[config.mk]
export PLATFORM = sky130hd
export DESIGN_NAME = rate_monotonic_sporadic_server_core
export DESIGN_NICKNAME = d
export VERILOG_FILES = /design/src/rmss_pkg.sv /design/src/rmss_datapath.sv /design/src/rmss_ctrl.sv /design/src/rate_monotonic_sporadic_server_core.sv
export SDC_FILE = /design/constraint.sdc
export NUM_CORES = 1
export LEC_CHECK = 0
export BUFFER_PORTS_ARGS = -buffer_cell sky130_fd_sc_hd__buf_2
export CORE_MARGIN = 5
export CORE_UTILIZATION = 45
export CTS_CLUSTER_SIZE = 10
export DETAILED_ROUTE_END_ITERATION = 10
export PLACE_DENSITY = 0.58
export SYNTH_ARGS = -nofsm -noshare
export SYNTH_HDL_FRONTEND = slang
export SYNTH_SLANG_ARGS = --single-unit
[constraint.sdc]
create_clock -name clk -period 7.5 [get_ports clk]
set_clock_uncertainty 0.15 [all_clocks]
set_input_delay 0.375 -clock clk [delete_from_list [all_inputs] [get_ports clk]]
set_output_delay 0.375 -clock clk [all_outputs]
set_load 0.1 [all_outputs]
[src/rmss_pkg.sv]
`timescale 1ns / 1ps
// ----------------------------------------------------------------------------
// rmss_pkg
// Shared types for the rate-monotonic scheduler with sporadic server.
// ----------------------------------------------------------------------------
package rmss_pkg;

	localparam int unsigned CAP_W = 8;
	localparam int unsigned PER_W = 8;

	typedef enum logic [1:0] {
		REG_FULL_CAPACITY = 2'd0,
		REG_SERVER_PERIOD = 2'd1
	} reg_index_t;

	// Controller state, one-hot
	typedef enum logic [5:0] {
		ST_IDLE   = 6'b000001,
		ST_ADMIT  = 6'b000010,
		ST_REFILL = 6'b000100,
		ST_SELECT = 6'b001000,
		ST_RUN    = 6'b010000,
		ST_DEAD   = 6'b100000
	} state_t;

	// Controller to datapath commands
	typedef struct packed {
		logic load;        // write slot from input word
		logic clr_scan;    // start a slot sweep
		logic admit_step;  // admission for scan slot
		logic refill;      // server replenishment
		logic select_step; // selection for scan slot
		logic run;         // time advance and execution
		logic dead_step;   // deadline check for scan slot
		logic emit;        // latch result
	} dp_cmd_t;

	// Datapath to controller status
	typedef struct packed {
		logic scan_last;
	} dp_stat_t;

endpackage

[src/rmss_datapath.sv]
`timescale 1ns / 1ps
// ----------------------------------------------------------------------------
// rmss_datapath
// Slot state, server state and one-slot-per-cycle sweep logic.
// ----------------------------------------------------------------------------
module rmss_datapath import rmss_pkg::*; #(
	parameter int unsigned MAX_TASKS = 8,
	parameter int unsigned TIME_BITS = 16,
	parameter int unsigned SLOT_W    = 3
) (
	input  logic                 clk,
	input  logic                 arst_n,
	input  dp_cmd_t              cmd,
	output dp_stat_t             stat,
	input  logic [SLOT_W-1:0]    in_slot,
	input  logic [7:0]           in_exec,
	input  logic [7:0]           in_period,
	input  logic [15:0]          in_arrival,
	input  logic                 in_periodic,
	input  logic                 cfg_we,
	input  logic [1:0]           cfg_idx,
	input  logic [7:0]           cfg_data,
	output logic [TIME_BITS-1:0] now_tick,
	output logic                 ran_valid,
	output logic [SLOT_W-1:0]    ran_slot,
	output logic                 ran_aperiodic,
	output logic [MAX_TASKS-1:0] miss_mask,
	output logic [7:0]           capacity_now,
	output logic                 replenished
);

	localparam int unsigned IDX_W = (MAX_TASKS > 1) ? $clog2(MAX_TASKS) : 1;
	localparam int unsigned CNT_W = $clog2(MAX_TASKS + 1);
	localparam int unsigned WIDE  = TIME_BITS + 1;
	localparam logic [TIME_BITS-1:0] TIME_MAX = {TIME_BITS{1'b1}};
	localparam logic [WIDE-1:0] WIDE_MAX = {WIDE{1'b1}};

	logic [MAX_TASKS-1:0] loaded_q, admitted_q, periodic_q;
	logic [7:0]           exec_q     [MAX_TASKS];
	logic [7:0]           period_q   [MAX_TASKS];
	logic [15:0]          arrival_q  [MAX_TASKS];
	logic [IDX_W-1:0]     rank_q     [MAX_TASKS];
	logic [7:0]           work_q     [MAX_TASKS];
	logic [WIDE-1:0]      deadline_q [MAX_TASKS];

	logic [7:0]           full_cap_q, srv_period_q, cap_q, ramt_q;
	logic [WIDE-1:0]      rtime_q;
	logic [TIME_BITS-1:0] time_q;
	logic                 act_q;
	logic [IDX_W-1:0]     scan_q;
	logic [CNT_W-1:0]     nadm_q;
	logic                 sel_v_q, refill_q;
	logic [IDX_W-1:0]     sel_q;
	logic [MAX_TASKS-1:0] miss_q;

	logic [WIDE-1:0]      time_ext, arr_ext, dl_sum, rt_sum;
	logic                 ready, better;
	logic [8:0]           cap_sum;
	logic                 sel_aper;
	logic [TIME_BITS-1:0] time_nxt;
	logic                 refill_hit, dead_hit;
	logic [MAX_TASKS-1:0] slot_bit;

	assign stat.scan_last = (32'(scan_q) == MAX_TASKS - 1);
	assign time_ext = WIDE'(time_q);
	assign time_nxt = (time_q == TIME_MAX) ? time_q : time_q + 1'b1;
	assign arr_ext  = WIDE'(arrival_q[scan_q]);
	assign dl_sum   = deadline_q[scan_q] + WIDE'(period_q[scan_q]);
	assign rt_sum   = WIDE'(time_nxt) + WIDE'(srv_period_q);
	assign cap_sum  = {1'b0, cap_q} + {1'b0, ramt_q};
	assign sel_aper = sel_v_q && !periodic_q[sel_q];
	assign refill_hit = (time_ext == rtime_q) && (ramt_q != 8'd0);
	assign dead_hit = admitted_q[scan_q] && !(time_ext < deadline_q[scan_q]);
	assign slot_bit = MAX_TASKS'(1) << scan_q;
	assign ready    = admitted_q[scan_q] && (work_q[scan_q] != 8'd0)
		&& (periodic_q[scan_q] || (cap_q != 8'd0));
	assign better   = !sel_v_q || (period_q[scan_q] < period_q[sel_q])
		|| ((period_q[scan_q] == period_q[sel_q]) && (rank_q[scan_q] < rank_q[sel_q]));

	always_ff @(posedge clk or negedge arst_n) begin
		if (!arst_n) begin
			loaded_q     <= '0;
			admitted_q   <= '0;
			full_cap_q   <= 8'd1;
			srv_period_q <= 8'd5;
			cap_q        <= 8'd1;
			ramt_q       <= '0;
			rtime_q      <= WIDE'(5);
			time_q       <= '0;
			act_q        <= 1'b0;
			scan_q       <= '0;
			nadm_q       <= '0;
			sel_v_q      <= 1'b0;
			sel_q        <= '0;
			refill_q     <= 1'b0;
			miss_q       <= '0;
			now_tick     <= '0;
			ran_valid    <= 1'b0;
			ran_slot     <= '0;
			ran_aperiodic <= 1'b0;
			miss_mask    <= '0;
			capacity_now <= '0;
			replenished  <= 1'b0;
		end else begin
			if (cfg_we) begin
				if (cfg_idx == REG_FULL_CAPACITY) full_cap_q <= cfg_data;
				else if (cfg_idx == REG_SERVER_PERIOD) srv_period_q <= cfg_data;
			end
			if (cmd.load && (32'(in_slot) < MAX_TASKS)) begin
				for (int i = 0; i < MAX_TASKS; i++)
					if (admitted_q[IDX_W'(i)] && admitted_q[IDX_W'(in_slot)]
						&& rank_q[i] > rank_q[IDX_W'(in_slot)])
						rank_q[i] <= rank_q[i] - 1'b1;
				admitted_q[IDX_W'(in_slot)] <= 1'b0;
				loaded_q[IDX_W'(in_slot)]   <= 1'b1;
				exec_q[IDX_W'(in_slot)]     <= in_exec;
				period_q[IDX_W'(in_slot)]   <= in_period;
				arrival_q[IDX_W'(in_slot)]  <= in_arrival;
				periodic_q[IDX_W'(in_slot)] <= in_periodic;
			end
			if (cmd.clr_scan) begin
				scan_q  <= '0;
				nadm_q  <= CNT_W'($countones(admitted_q));
				sel_v_q <= 1'b0;
				miss_q  <= '0;
			end else if (cmd.admit_step || cmd.select_step || cmd.dead_step) begin
				scan_q <= stat.scan_last ? '0 : scan_q + 1'b1;
			end
			if (cmd.admit_step && loaded_q[scan_q] && !admitted_q[scan_q]
				&& arr_ext <= time_ext) begin
				admitted_q[scan_q] <= 1'b1;
				rank_q[scan_q]     <= IDX_W'(nadm_q);
				nadm_q             <= nadm_q + 1'b1;
				work_q[scan_q]     <= exec_q[scan_q];
				deadline_q[scan_q] <= WIDE'(period_q[scan_q]);
			end
			if (cmd.refill) begin
				refill_q <= refill_hit;
				if (refill_hit) begin
					cap_q  <= cap_sum[8] ? 8'hFF : cap_sum[7:0];
					ramt_q <= '0;
				end
			end
			if (cmd.select_step && ready && better) begin
				sel_v_q <= 1'b1;
				sel_q   <= scan_q;
			end
			if (cmd.run) begin
				time_q <= time_nxt;
				if (sel_v_q) work_q[sel_q] <= work_q[sel_q] - 8'd1;
				act_q <= sel_aper;
				if (sel_aper) begin
					cap_q <= cap_q - 8'd1;
					if (!act_q) rtime_q <= rt_sum;
				end else if (act_q) begin
					ramt_q <= (cap_q < full_cap_q) ? full_cap_q - cap_q : 8'd0;
				end
			end
			if (cmd.dead_step && dead_hit) begin
				if (work_q[scan_q] != 8'd0) miss_q[scan_q] <= 1'b1;
				if (periodic_q[scan_q]) begin
					work_q[scan_q]     <= exec_q[scan_q];
					deadline_q[scan_q] <= (dl_sum < deadline_q[scan_q]) ? WIDE_MAX : dl_sum;
				end
			end
			if (cmd.emit) begin
				now_tick      <= time_q;
				ran_valid     <= sel_v_q;
				ran_slot      <= sel_v_q ? SLOT_W'(sel_q) : '0;
				ran_aperiodic <= sel_aper;
				miss_mask     <= (cmd.dead_step && dead_hit && work_q[scan_q] != 8'd0)
					? (miss_q | slot_bit) : miss_q;
				capacity_now  <= cap_q;
				replenished   <= refill_q;
			end
		end
	end

endmodule

[src/rmss_ctrl.sv]
`timescale 1ns / 1ps
// ----------------------------------------------------------------------------
// rmss_ctrl
// Sequencer for load and tick words, with output word handshake.
// ----------------------------------------------------------------------------
module rmss_ctrl import rmss_pkg::*; (
	input  logic     clk,
	input  logic     arst_n,
	input  logic     s_tvalid,
	output logic     s_tready,
	input  logic     is_tick,
	output logic     m_tvalid,
	input  logic     m_tready,
	output dp_cmd_t  cmd,
	input  dp_stat_t stat
);

	state_t state_q;
	logic   out_v_q;
	logic   emit_ok;

	assign s_tready = (state_q == ST_IDLE);
	assign m_tvalid = out_v_q;
	assign emit_ok  = !out_v_q || m_tready;

	always_comb begin
		cmd = '0;
		case (state_q)
			ST_IDLE: begin
				cmd.load     = s_tvalid && !is_tick;
				cmd.clr_scan = s_tvalid && is_tick;
			end
			ST_ADMIT:  cmd.admit_step = 1'b1;
			ST_REFILL: cmd.refill = 1'b1;
			ST_SELECT: cmd.select_step = 1'b1;
			ST_RUN:    cmd.run = 1'b1;
			ST_DEAD: begin
				cmd.dead_step = !stat.scan_last || emit_ok;
				cmd.emit      = stat.scan_last && emit_ok;
			end
			default: cmd = '0;
		endcase
	end

	always_ff @(posedge clk or negedge arst_n) begin
		if (!arst_n) begin
			state_q <= ST_IDLE;
			out_v_q <= 1'b0;
		end else begin
			out_v_q <= cmd.emit ? 1'b1 : (m_tready ? 1'b0 : out_v_q);
			case (state_q)
				ST_IDLE:   if (s_tvalid && is_tick) state_q <= ST_ADMIT;
				ST_ADMIT:  if (stat.scan_last) state_q <= ST_REFILL;
				ST_REFILL: state_q <= ST_SELECT;
				ST_SELECT: if (stat.scan_last) state_q <= ST_RUN;
				ST_RUN:    state_q <= ST_DEAD;
				ST_DEAD:   if (cmd.emit) state_q <= ST_IDLE;
				default:   state_q <= ST_IDLE;
			endcase
		end
	end

endmodule

[src/rate_monotonic_sporadic_server_core.sv]
`timescale 1ns / 1ps
// ----------------------------------------------------------------------------
// rate_monotonic_sporadic_server_core
// Rate-monotonic task scheduler with a sporadic server for aperiodic work.
// ----------------------------------------------------------------------------
// Channel  Dir  Word contents
// s_axis   in   tuser: opcode; tdata: slot, exec, task_period, arrival, periodic
// m_axis   out  tdata: now_tick, ran_valid, ran_slot, ran_aperiodic, miss_mask,
//               capacity_now, replenished
// cfg      in   cfg_we, cfg_idx, cfg_data
//
// A load word is written in idle. A tick word runs three sweeps over the slot
// table (admit, select, deadline), one slot per cycle unless the output stalls.
// Reset clears all control state; no clearing pass is needed.
// A stalled output word holds the last sweep step until it is taken.
// ----------------------------------------------------------------------------
module rate_monotonic_sporadic_server_core import rmss_pkg::*; #(
	parameter int unsigned MAX_TASKS = 8,
	parameter int unsigned TIME_BITS = 16
) (
	input  logic        clk,
	input  logic        arst_n,
	input  logic        s_axis_tvalid,
	output logic        s_axis_tready,
	input  logic [39:0] s_axis_tdata,  // slot, exec, task_period, arrival, periodic
	input  logic        s_axis_tuser,  // opcode
	output logic        m_axis_tvalid,
	input  logic        m_axis_tready,
	output logic [39:0] m_axis_tdata,  // now_tick, ran_valid, ran_slot, ran_aperiodic,
	                                   // miss_mask, capacity_now, replenished
	input  logic        cfg_we,
	input  logic [1:0]  cfg_idx,
	input  logic [7:0]  cfg_data
);

	dp_cmd_t  cmd;
	dp_stat_t stat;

	logic [TIME_BITS-1:0] now_tick;
	logic                 ran_valid, ran_aperiodic, replenished;
	logic [2:0]           ran_slot;
	logic [MAX_TASKS-1:0] miss_mask;
	logic [7:0]           capacity_now;

	rmss_ctrl u_ctrl (
		.clk      (clk),
		.arst_n   (arst_n),
		.s_tvalid (s_axis_tvalid),
		.s_tready (s_axis_tready),
		.is_tick  (s_axis_tuser),
		.m_tvalid (m_axis_tvalid),
		.m_tready (m_axis_tready),
		.cmd      (cmd),
		.stat     (stat)
	);

	rmss_datapath #(.MAX_TASKS(MAX_TASKS), .TIME_BITS(TIME_BITS), .SLOT_W(3)) u_dp (
		.clk          (clk),
		.arst_n       (arst_n),
		.cmd          (cmd),
		.stat         (stat),
		.in_slot      (s_axis_tdata[2:0]),
		.in_exec      (s_axis_tdata[10:3]),
		.in_period    (s_axis_tdata[18:11]),
		.in_arrival   (s_axis_tdata[34:19]),
		.in_periodic  (s_axis_tdata[35]),
		.cfg_we       (cfg_we),
		.cfg_idx      (cfg_idx),
		.cfg_data     (cfg_data),
		.now_tick     (now_tick),
		.ran_valid    (ran_valid),
		.ran_slot     (ran_slot),
		.ran_aperiodic(ran_aperiodic),
		.miss_mask    (miss_mask),
		.capacity_now (capacity_now),
		.replenished  (replenished)
	);

	logic [7:0] miss8;
	always_comb begin
		miss8 = '0;
		for (int i = 0; i < 8; i++)
			if (i < MAX_TASKS) miss8[i] = miss_mask[i];
	end

	assign m_axis_tdata = {2'd0, replenished, capacity_now, miss8, ran_aperiodic,
		ran_slot, ran_valid, 16'(now_tick)};

	a_single_stage: assert property (@(posedge clk) disable iff (!arst_n)
		!(s_axis_tready && m_axis_tvalid && !m_axis_tready && cmd.emit))
		else $error("emit while output busy");
	a_no_ready_busy: assert property (@(posedge clk) disable iff (!arst_n)
		cmd.run |-> !s_axis_tready)
		else $error("input taken mid-tick");
	a_idle_ranslot: assert property (@(posedge clk) disable iff (!arst_n)
		(m_axis_tvalid && !m_axis_tdata[16]) |-> (m_axis_tdata[19:17] == 3'd0))
		else $error("ran_slot set on idle tick");

endmodule
==> results.yml <==
placed_design:
  dp_hpwl_um: 52100
  portBuffers: 91
  place_inst: 3080
  globalplace.congestion: 0.848
worst_hold_path:
  min_from: "s_axis_tvalid"
  hold_path.class: "in -> reg"
cells_and_area:
  nets: 2518
  fillCellCount: 5495
  final_cells: 3247
  syn_to_final_growth_pct: 14.4
  drive_above_1_share_pct: 16.7
  multi_input_area_um2: 10800
  seq_area_um2: 18300
route:
  wl_met3_um: 4810
  first_pass_iters: 6
  drt.antenna.violating_nets: 0
  drt-met1-wl_um: 34600
  routed_wl_um: 80000
  vias: 19300
  via_per_inst: 5.93
  wire_per_inst_um: 24.6
  highest_layer: "met4"
  met2_length_um: 39100
  drt_iter0_markers: 1762
  drc: 0
power:
  p_int_w: 0.00753
  p_switching_w: 0.00402
  p_leak_nw: 12.1
  power_frac_seq_pct: 37.0
  power-per-cell-area_nw_per_um2: 339
  switching_share_pct: 34.8
  comb_power_share_pct: 33.5
  ir_drop_v: 0.000221
  power.share.clock_pct: 29.5
clock_network:
  clock_latency_ns: 0.63
  cts-buffers-inserted: 76
  cts_root_buffer: "clkbuf_16"
  cts_tree: "yes"
  htreeDepth: 3
  cts_sinks: 634
  path_clk_slew_ns: 0.06
  clockBufferDepth: 3
  cts_setup_buffers: 0
status:
  outcome: "complete, no violations"
grt:
  grt_use_total_pct: 22.2
  grt_pass1_vias: 19700
  antenna_found_initial: 1
  grt_pass1_wl_um: 122000
  gr-total-overflow: 0
  grt_max_degree: 69
floorplanning:
  die_area_um2: 71500
  rows: 94
  start_util_pct: 45.3
  die_width_um: 267
  core_area_um2: 65700
  die_h_um: 267
  io_pins: 98
worst_setup_path:
  arrival_ns: 6.78
  crit_type: "reg -> reg"
  cp-end-kind: "flip-flop"
  startpoint: "u_dp.scan_q[0]$_DFFE_PN0P_"
  start_kind: "flip-flop"
  crit_required_ns: 7.60
  crit_fanout: 17
  rr_startpoint: "u_dp.scan_q[0]$_DFFE_PN0P_"
timing:
  rsz0062_at_grt: "no"
  setup_viol: 0
  period_needed_ns: 6.68
  min_period_over_period_pct: 89.0
  slew_viol_final: 0
  slew_headroom_pct: 23.5
  worst_pin_slew_ns: 1.15
  finalSetupTns_ns: 0
  fmax_mhz: 150
  finalHoldViolCount: 0
run:
  timing.max_cap.violations: 0
yosys:
  syn_inst: 2176
  synth_warnings: 0
  avgSynthCellArea_um2: 13.7
  yosysSeqAreaShare_pct: 61.5
  netlist_area_um2: 29800
  synth_ff_type: "edfxtp_1"
  synth_seq_cells: 634
  ys_async_sr_fraction_pct: 23.0
  yosysTopAreaCell: "edfxtp_1"
  synth_top_area_share_pct: 49.2
  synth_edf_count: 488
  synthTopCellsByArea: "edfxtp_1 49%, dfrtp_1 12%, ha_1 4.9%, mux4_2 4.2%, a22oi_1 3.2%"
  ys_types: 94
[layout by cell type, fill, tap and decap left out, drive strengths merged, types with 25 or more instances in the layout]
master and count:
edfxtp 488, mux2 37, nand2 143, nand3 49, a22o 25, inv 78, ha 117, mux2i 62
nor2 113, dfrtp 139, nor3 30, xnor2 60, dlygate4sd3 44, a22oi 129, xor2 26, a21oi 48
nand4 42, buf 148, mux4 56, o21ai 140, clkbuf 111
[per-stage QoR]
stage | power (W) | hold WS, ns | instance area [um^2] | worst slack [ns] | utilization [%]
6_report | 0.0116 | 0.0449 | 34100 | 0.824 | 51.8
5_1_grt | 0.0122 | 0.0459 | 34100 | 0.323 | 51.8
4_1_cts | 0.0116 | 0.0230 | 34100 | 0.856 | 51.8
3_5_place_dp | 0.00818 | 0.293 | 31400 | 0.926 | 47.7
3_3_place_gp | 0.00810 | 0.270 | 31400 | 0.921 | 47.7
2_1_floorplan | 0.00696 | -0.0706 | 29800 | 1.80 | -
[logic make-up after synthesis]
family,count (synthesis),share of synthesized area (%)
buf+inv,186,2.78
flops,634,61.5
xor+xnor,86,2.53
mux,155,7.77
simple gates,490,8.22
other cells,1,0.0126
compound gates,500,11.8
fa+ha+maj,124,5.38
[cells in the mapped netlist (9+ instances only)]
cell and instances:
a21o_1 23, a21oi_1 45, a221oi_1 19, a22o_1 25, a22oi_1 128, a31oi_1 17, and3_1 9, buf_1 10
buf_2 17, buf_6 11, clkbuf_1 64, dfrtp_1 139, edfxtp_1 488, ha_1 117, inv_1 72, mux2_2 28
mux2i_1 62, mux4_2 56, nand2_1 142, nand2b_1 9, nand3_1 49, nand3b_1 9, nand4_1 42, nor2_1 108
nor2b_1 23, nor3_1 28, nor4_1 18, o21a_1 14, o21ai_0 90, o21ai_1 46, xnor2_1 60, xor2_1 26
[flip-flops by register name (all words and copies together) (netlist names), 16 cells and up]
| name | flops |
|---|---|
| u_dp.rank_q | 24 |
| u_dp.deadline_q | 136 |
| u_dp.arrival_q | 128 |
| u_dp.time_q | 16 |
| u_dp.work_q | 64 |
| u_dp.period_q | 64 |
| u_dp.rtime_q | 17 |
| u_dp.now_tick | 16 |
| u_dp.exec_q | 64 |
[worst paths after layout]
kind / endpoint / slack, ns / depth (start not counted)
worst max-delay path: u_dp.deadline_q[7][14]$_DFFE_PP_ / 0.82 / 20
worst min-delay path: u_ctrl.state_q[0]$_DFFE_PN1P_ / 0.04 / 3
worst max register to register: u_dp.deadline_q[7][14]$_DFFE_PP_ / 0.82 / 20
worst min register to register: u_dp.loaded_q[0]$_DFFE_PN0P_ / 0.31 / 1
max in group asynchronous: u_dp.rtime_q[7]$_DFFE_PN0P_ / 5.82 / 3
min in group asynchronous: u_dp.ramt_q[5]$_DFF_PN0_ / 0.16 / 2
[area by class of cell]
type / count / share of cell area, %
Antenna cell: 1 / 0.00734
Inverter: 77 / 0.848
Clock buffer: 111 / 6.15
Sequential cell: 634 / 53.8
Timing Repair Buffer: 192 / 3.94
Tap cell: 864 / 3.17
Clock inverter: 11 / 0.562
Multi-Input combinational cell: 1357 / 31.6
[critical path, cell delays in order (launching register included)]
cell and delay [ns]:
dfrtp_1 0.56, buf_4 0.30, nor3_4 0.58, buf_4 0.40, a22oi_1 0.13, and4_1 0.27
inv_1 0.12, ha_1 0.24, a21oi_1 0.19, o21ai_0 0.13, a2111oi_0 0.44, nor3_1 0.16
a21oi_1 0.35, or2_2 0.20, nor3_1 0.06, nor3b_1 0.17, ha_1 0.34, xnor2_1 0.33
nand3_1 0.19, a31oi_4 0.65, o21ai_1 0.35
[per-layer routing]
layer,vias up,GRT usage [%]
li1,8758,-
met1,9788,30.9
met2,607,37.3
met3,109,3.33
met4,0,5.11
met5,-,0
[power groups by stage]
stage / combinational (W) / clock [W] / sequential (W)
after floorplan: 0.00273 / 0 / 0.00423
after detailed placement: 0.00384 / 0 / 0.00434
after global placement: 0.00377 / 0 / 0.00434
after CTS: 0.00388 / 0.00348 / 0.00427
final: 0.00387 / 0.00341 / 0.00427
after global routing: 0.00428 / 0.00361 / 0.00429
[what timing repair did]
| action | 4_1_cts | 5_1_grt |
|---|---|---|
| hold buffers | 44 | 0 |
| gates resized for setup | 0 | 0 |
| endpoints found under the setup margin | 0 | 0 |
| hold endpoints to repair | 334 | 0 |
Power figures use the tool's default switching activity.
